## src/gsp_pkg.sv

```systemverilog
`default_nettype none

package gsp_pkg;

  // func codes of an input beat
  localparam logic [1:0] FUNC_LOAD = 2'd0;
  localparam logic [1:0] FUNC_RUN  = 2'd1;
  localparam logic [1:0] FUNC_READ = 2'd2;
  localparam logic [1:0] FUNC_NONE = 2'd3;

  // result status codes
  localparam logic [1:0] STATUS_OK          = 2'd0;
  localparam logic [1:0] STATUS_REACHED     = 2'd1;
  localparam logic [1:0] STATUS_UNREACHABLE = 2'd2;

  // configuration register indexes
  localparam int          CFG_IDX_W     = 2;
  localparam logic [1:0]  CFG_THRESHOLD = 2'd0;
  localparam logic [1:0]  CFG_COLUMNS   = 2'd1;
  localparam logic [1:0]  CFG_ROWS      = 2'd2;

  localparam logic [7:0] THRESHOLD_RESET = 8'd127;
  localparam logic [6:0] COLUMNS_RESET   = 7'd64;
  localparam logic [6:0] ROWS_RESET      = 7'd64;

  typedef struct packed {
    logic [1:0]  func;
    logic [11:0] cell_index;
    logic [7:0]  pixel;
  } in_beat_t;

  typedef struct packed {
    logic [1:0]  status;
    logic [11:0] distance;
    logic        reached;
    logic [11:0] parent_index;
    logic        has_parent;
    logic        was_visited;
  } out_beat_t;

  typedef enum logic [3:0] {
    ST_CLEAR,
    ST_IDLE,
    ST_RD,
    ST_RESP,
    ST_RUN_INIT,
    ST_SWEEP,
    ST_SCAN,
    ST_SCAN_END,
    ST_DECIDE,
    ST_NB_RD,
    ST_NB_WR,
    ST_MARK
  } state_t;

  // read address source of both stores
  typedef enum logic [1:0] {
    RD_RESP,
    RD_SCAN,
    RD_NB
  } rd_sel_t;

  // write source of the search store
  typedef enum logic [1:0] {
    WR_NONE,
    WR_SWEEP,
    WR_RELAX,
    WR_MARK
  } wr_sel_t;

  typedef struct packed {
    logic       accept;
    logic       run_init;
    logic       seed;
    rd_sel_t    rd_sel;
    wr_sel_t    wr_sel;
    logic       scan;
    logic       clr_found;
    logic [1:0] nb_sel;
    logic       fin;
    logic [1:0] fin_status;
    logic       resp_load;
  } ctrl_cmd_t;

  typedef struct packed {
    logic sweep_done;
    logic scan_last;
    logic found;
    logic cur_is_last;
    logic nb_ok;
    logic out_free;
  } ctrl_sts_t;

endpackage

`default_nettype wire

```

## src/gsp_ctrl.sv

```systemverilog
`default_nettype none

module gsp_ctrl
  import gsp_pkg::*;
(
  input  wire logic       clk,
  input  wire logic       rst,
  input  wire logic       in_valid,
  input  wire logic [1:0] in_func,
  output logic            in_stall,
  input  wire ctrl_sts_t  sts,
  output ctrl_cmd_t       cmd
);

  state_t     state, state_next;
  logic [1:0] nb, nb_next;

  // state and neighbor counter
  always_ff @(posedge clk) begin
    if (rst) begin
      state <= ST_CLEAR;
      nb    <= 2'd0;
    end else begin
      state <= state_next;
      nb    <= nb_next;
    end
  end

  // next state and commands
  always_comb begin
    state_next = state;
    nb_next    = nb;
    in_stall   = 1'b1;
    cmd        = '0;
    cmd.rd_sel = RD_RESP;
    cmd.wr_sel = WR_NONE;
    cmd.nb_sel = nb;
    case (state)
      ST_CLEAR: begin
        cmd.wr_sel = WR_SWEEP;
        if (sts.sweep_done) begin
          state_next = ST_IDLE;
        end
      end
      ST_IDLE: begin
        in_stall = 1'b0;
        if (in_valid) begin
          cmd.accept = 1'b1;
          state_next = (in_func == FUNC_RUN) ? ST_RUN_INIT : ST_RD;
        end
      end
      ST_RD: begin
        state_next = ST_RESP;
      end
      ST_RESP: begin
        if (sts.out_free) begin
          cmd.resp_load = 1'b1;
          state_next    = ST_IDLE;
        end
      end
      ST_RUN_INIT: begin
        cmd.run_init = 1'b1;
        state_next   = ST_SWEEP;
      end
      ST_SWEEP: begin
        cmd.wr_sel    = WR_SWEEP;
        cmd.seed      = 1'b1;
        cmd.clr_found = 1'b1;
        if (sts.sweep_done) begin
          state_next = ST_SCAN;
        end
      end
      ST_SCAN: begin
        cmd.rd_sel = RD_SCAN;
        cmd.scan   = 1'b1;
        if (sts.scan_last) begin
          state_next = ST_SCAN_END;
        end
      end
      ST_SCAN_END: begin
        // last scan beat is compared this cycle
        state_next = ST_DECIDE;
      end
      ST_DECIDE: begin
        if (!sts.found) begin
          cmd.fin        = 1'b1;
          cmd.fin_status = STATUS_UNREACHABLE;
          state_next     = ST_RD;
        end else begin
          nb_next    = 2'd0;
          state_next = ST_NB_RD;
        end
      end
      ST_NB_RD: begin
        cmd.rd_sel = RD_NB;
        if (sts.nb_ok) begin
          state_next = ST_NB_WR;
        end else if (nb == 2'd3) begin
          state_next = ST_MARK;
        end else begin
          nb_next = nb + 2'd1;
        end
      end
      ST_NB_WR: begin
        cmd.rd_sel = RD_NB;
        cmd.wr_sel = WR_RELAX;
        if (nb == 2'd3) begin
          state_next = ST_MARK;
        end else begin
          nb_next    = nb + 2'd1;
          state_next = ST_NB_RD;
        end
      end
      ST_MARK: begin
        cmd.wr_sel    = WR_MARK;
        cmd.clr_found = 1'b1;
        if (sts.cur_is_last) begin
          cmd.fin        = 1'b1;
          cmd.fin_status = STATUS_REACHED;
          state_next     = ST_RD;
        end else begin
          state_next = ST_SCAN;
        end
      end
      default: begin
        state_next = ST_CLEAR;
      end
    endcase
  end

endmodule

`default_nettype wire

```

## config.mk

```make
export PLATFORM = sky130hd
export DESIGN_NAME = gsp_ctrl
export DESIGN_NICKNAME = d
export VERILOG_FILES = /design/src/gsp_pkg.sv /design/src/gsp_ctrl.sv
export SDC_FILE = /design/constraint.sdc
export NUM_CORES = 1
export LEC_CHECK = 0
export ABC_CLOCK_PERIOD_IN_PS = 1550
export BUFFER_PORTS_ARGS = -buffer_cell sky130_fd_sc_hd__buf_2
export CAP_MARGIN = 20
export CORE_MARGIN = 3
export CORE_UTILIZATION = 44
export CTS_BUF_LIST = sky130_fd_sc_hd__clkbuf_8
export CTS_CLUSTER_DIAMETER = 120
export DETAILED_ROUTE_END_ITERATION = 12
export GPL_ROUTABILITY_DRIVEN = 0
export PLACE_DENSITY = 0.82
export SLEW_MARGIN = 20
export SYNTH_ARGS = -nofsm -noshare
export SYNTH_HDL_FRONTEND = slang
export SYNTH_SLANG_ARGS = --single-unit
```

## constraint.sdc

```tcl
create_clock -name clk -period 1.55 [get_ports clk]
set_input_delay 0.465 -clock clk [delete_from_list [all_inputs] [get_ports clk]]
set_output_delay 0.465 -clock clk [all_outputs]
set_load 0.01 [all_outputs]
```

==> results.md <==
- CTS tree: built
- #FFs+latches synth: 6
- Worst setup EP type: output pin
- Nets@finish: 159
- Vias after detailed routing: 951
- Core Footprint: 0.001350 mm^2
- Die Y: 44.82 um
- Max FO, Critical Path: 2
- Ys Warns: 0
- VDD IR-drop max: 0.8236 mV
- Clock Skew: 0.005771 ns
- Initial core utilization: 0.4912
- CP Launch Type: flop
- Final Critical Period: 1.881 ns
- Post-synth net total: 104
- Period Utilization, post-route: 1.214
- Vias in the first global route: 800
- Relative slew slack: 0.6981
- Antenna violations before repair: 0
- Max-cap violation count: 0
- First DRT Iteration DRCs: 32
- Placed cell area: 934.6 um^2
- Final setup fails: 17
- ANT nets after route: 0
- Status: finished with violations
- Sink Count: 6
- DP HPWL: 1558 um
- Worst Hold Class: primary input to flop
- Slew Limit Fails: 0
- Synth unique cells: 37
- Largest net degree at the start of global routing: 12
- Clock Latency Late Sink: 0.22 ns
- Sequential share of the synthesized area: 0.1811
- Port bufs: 26
- Cell Pwr Density: 947.8 mW/mm^2
- Synth area leader: dfxtp_1
- CP Class: flop to output pin
- Fillers: 57
- Design Area, Final: 0.001232 mm^2
- Router iterations before antenna repair: 4
- Layout cells sized above 1: 0.6276
- Die area: 0.002009 mm^2
- GRT Overall Usage: 0.2291
- Worst setup margin: -0.3315 ns
- Least-Margin Pin Slew: 0.4481 ns
- Synth top area share: 0.1811
- H-tree level count: 1
- Total power: 0.001168 W
- Via/cell ratio: 5.944
- Critical path data required time: 1.08 ns
- Clk pin slew, worst setup/hold paths: 0.04 ns
- Setup TNS: -2.722 ns
- Data arrival, critical path: 1.42 ns
- Chip width: 44.82 um
- # rows: 13
- Asr flop ratio synth: 0
- Final wirelength: 2999 um
- Clk root buf: clkbuf_8
- Synth top cells by count: 12 x nand2_1, 9 x nor2_1, 6 x a21oi_1, 6 x dfxtp_1
- Mapped Cells: 92
- Post-synth EDFFs: 0
- Synthesized area: 663.1 um^2
- TritonCTS buffer count: 3
- Clock Tree Buf Depth: 2
- Final Hold Viols: 0
- DRC violations left: 0
- Violated checks: negative setup slack
- Mapped Avg Cell Area: 7.208 um^2
- Wire per inst: 18.74 um
- P_leak: 0.5869 nW
- Max Fclk: 0.5315 GHz
- First-pass GRT wire length: 3429 um
- RSZ-0062 raised after global routing: yes
- Most common cell in the netlist: nand2_1
- Layout area overhead: 85.85%
- Most area-consuming cells after synthesis: dfxtp_1 18%, nand2_1 6.8%, nor2_1 5.1%
- IO Pins: 27
- Diode count: 0
- Ys flop type: dfxtp_1
- GRT Residual Overflow: 0
-- flip-flops by register name, summed over array words and instances, names as in the netlist --
name and count:
nb 2, state 4
-- worst paths after layout --
check                start  endpoint  slack (ns)  cells past startpoint
setup / recovery  state[2]    cmd[3]       -0.33                      5
hold / removal         rst  state[2]        0.50                      2
setup reg to reg  state[2]  state[2]       -0.17                      7
hold reg to reg   state[0]  state[0]        0.61                      2
-- critical path: stages, from the launching register on --
cell     delay (ns)
dfxtp_2        0.32
and2b_1        0.20
and2_4         0.15
and3_4         0.17
or2_4          0.23
buf_6          0.12
-- placed cells by master (no fill, tap or decap), types with 5 or more instances in the layout --
master	Yosys	layout
nor2_1	9	8
a21oi_1	6	5
buf_2	5	19
nand2_1	12	11
buf_6	1	12
buf_4	1	27
-- power by group --
| part | internal [W] | total [W] | switching [W] |
|---|---|---|---|
| Combinational | 0.000390 | 0.000715 | 0.000325 |
| Sequential | 0.000181 | 0.000225 | 0.0000446 |
| Clock | 0.000166 | 0.000228 | 0.0000614 |
-- cell type report --
cell class	instances	area, um^2	share of cell area
clock buffer	3	41.29	0.03350
inverter	2	7.507	0.006091
tap	15	18.77	0.01523
timing repair buffer	59	437.9	0.3553
multi-input combinational	75	595.6	0.4832
sequential	6	131.4	0.1066
-- what timing repair did --
action	in CTS	in global routing
pin swaps	5	7
resized for setup	23	16
hold buffers	0	0
setup buffers	3	11
endpoints found under the setup margin	19	18
gates cloned	0	0
-- routing by layer --
metal  wire length [um]  track usage
met1               1061       0.2668
met2               1521       0.4241
met3                251      0.06773
met4                165      0.02339
met5                  0            0
-- metrics by stage --
step	instances	setup WS, ns	util	hold slack, ns
finish	160	-0.3315	0.9129	0.5018
global route	160	-0.3443	0.9129	0.5112
global placement	144	-0.1042	0.6923	0.5742
floorplan	92	-0.1018	-	0.4877
CTS	150	-0.2981	0.8119	0.4763
detailed placement	144	-0.1233	0.6923	0.5787
-- cells by family after synthesis --
group | Yosys count | share of synthesized area
buf+inv | 11 | 0.09055
fa+ha+maj | 1 | 0.01886
mux | 2 | 0.03019
simple gates | 48 | 0.4056
flops | 6 | 0.1811
compound gates | 22 | 0.2472
xor+xnor | 2 | 0.02642
Note: power is estimated with default switching activity, not from simulation.
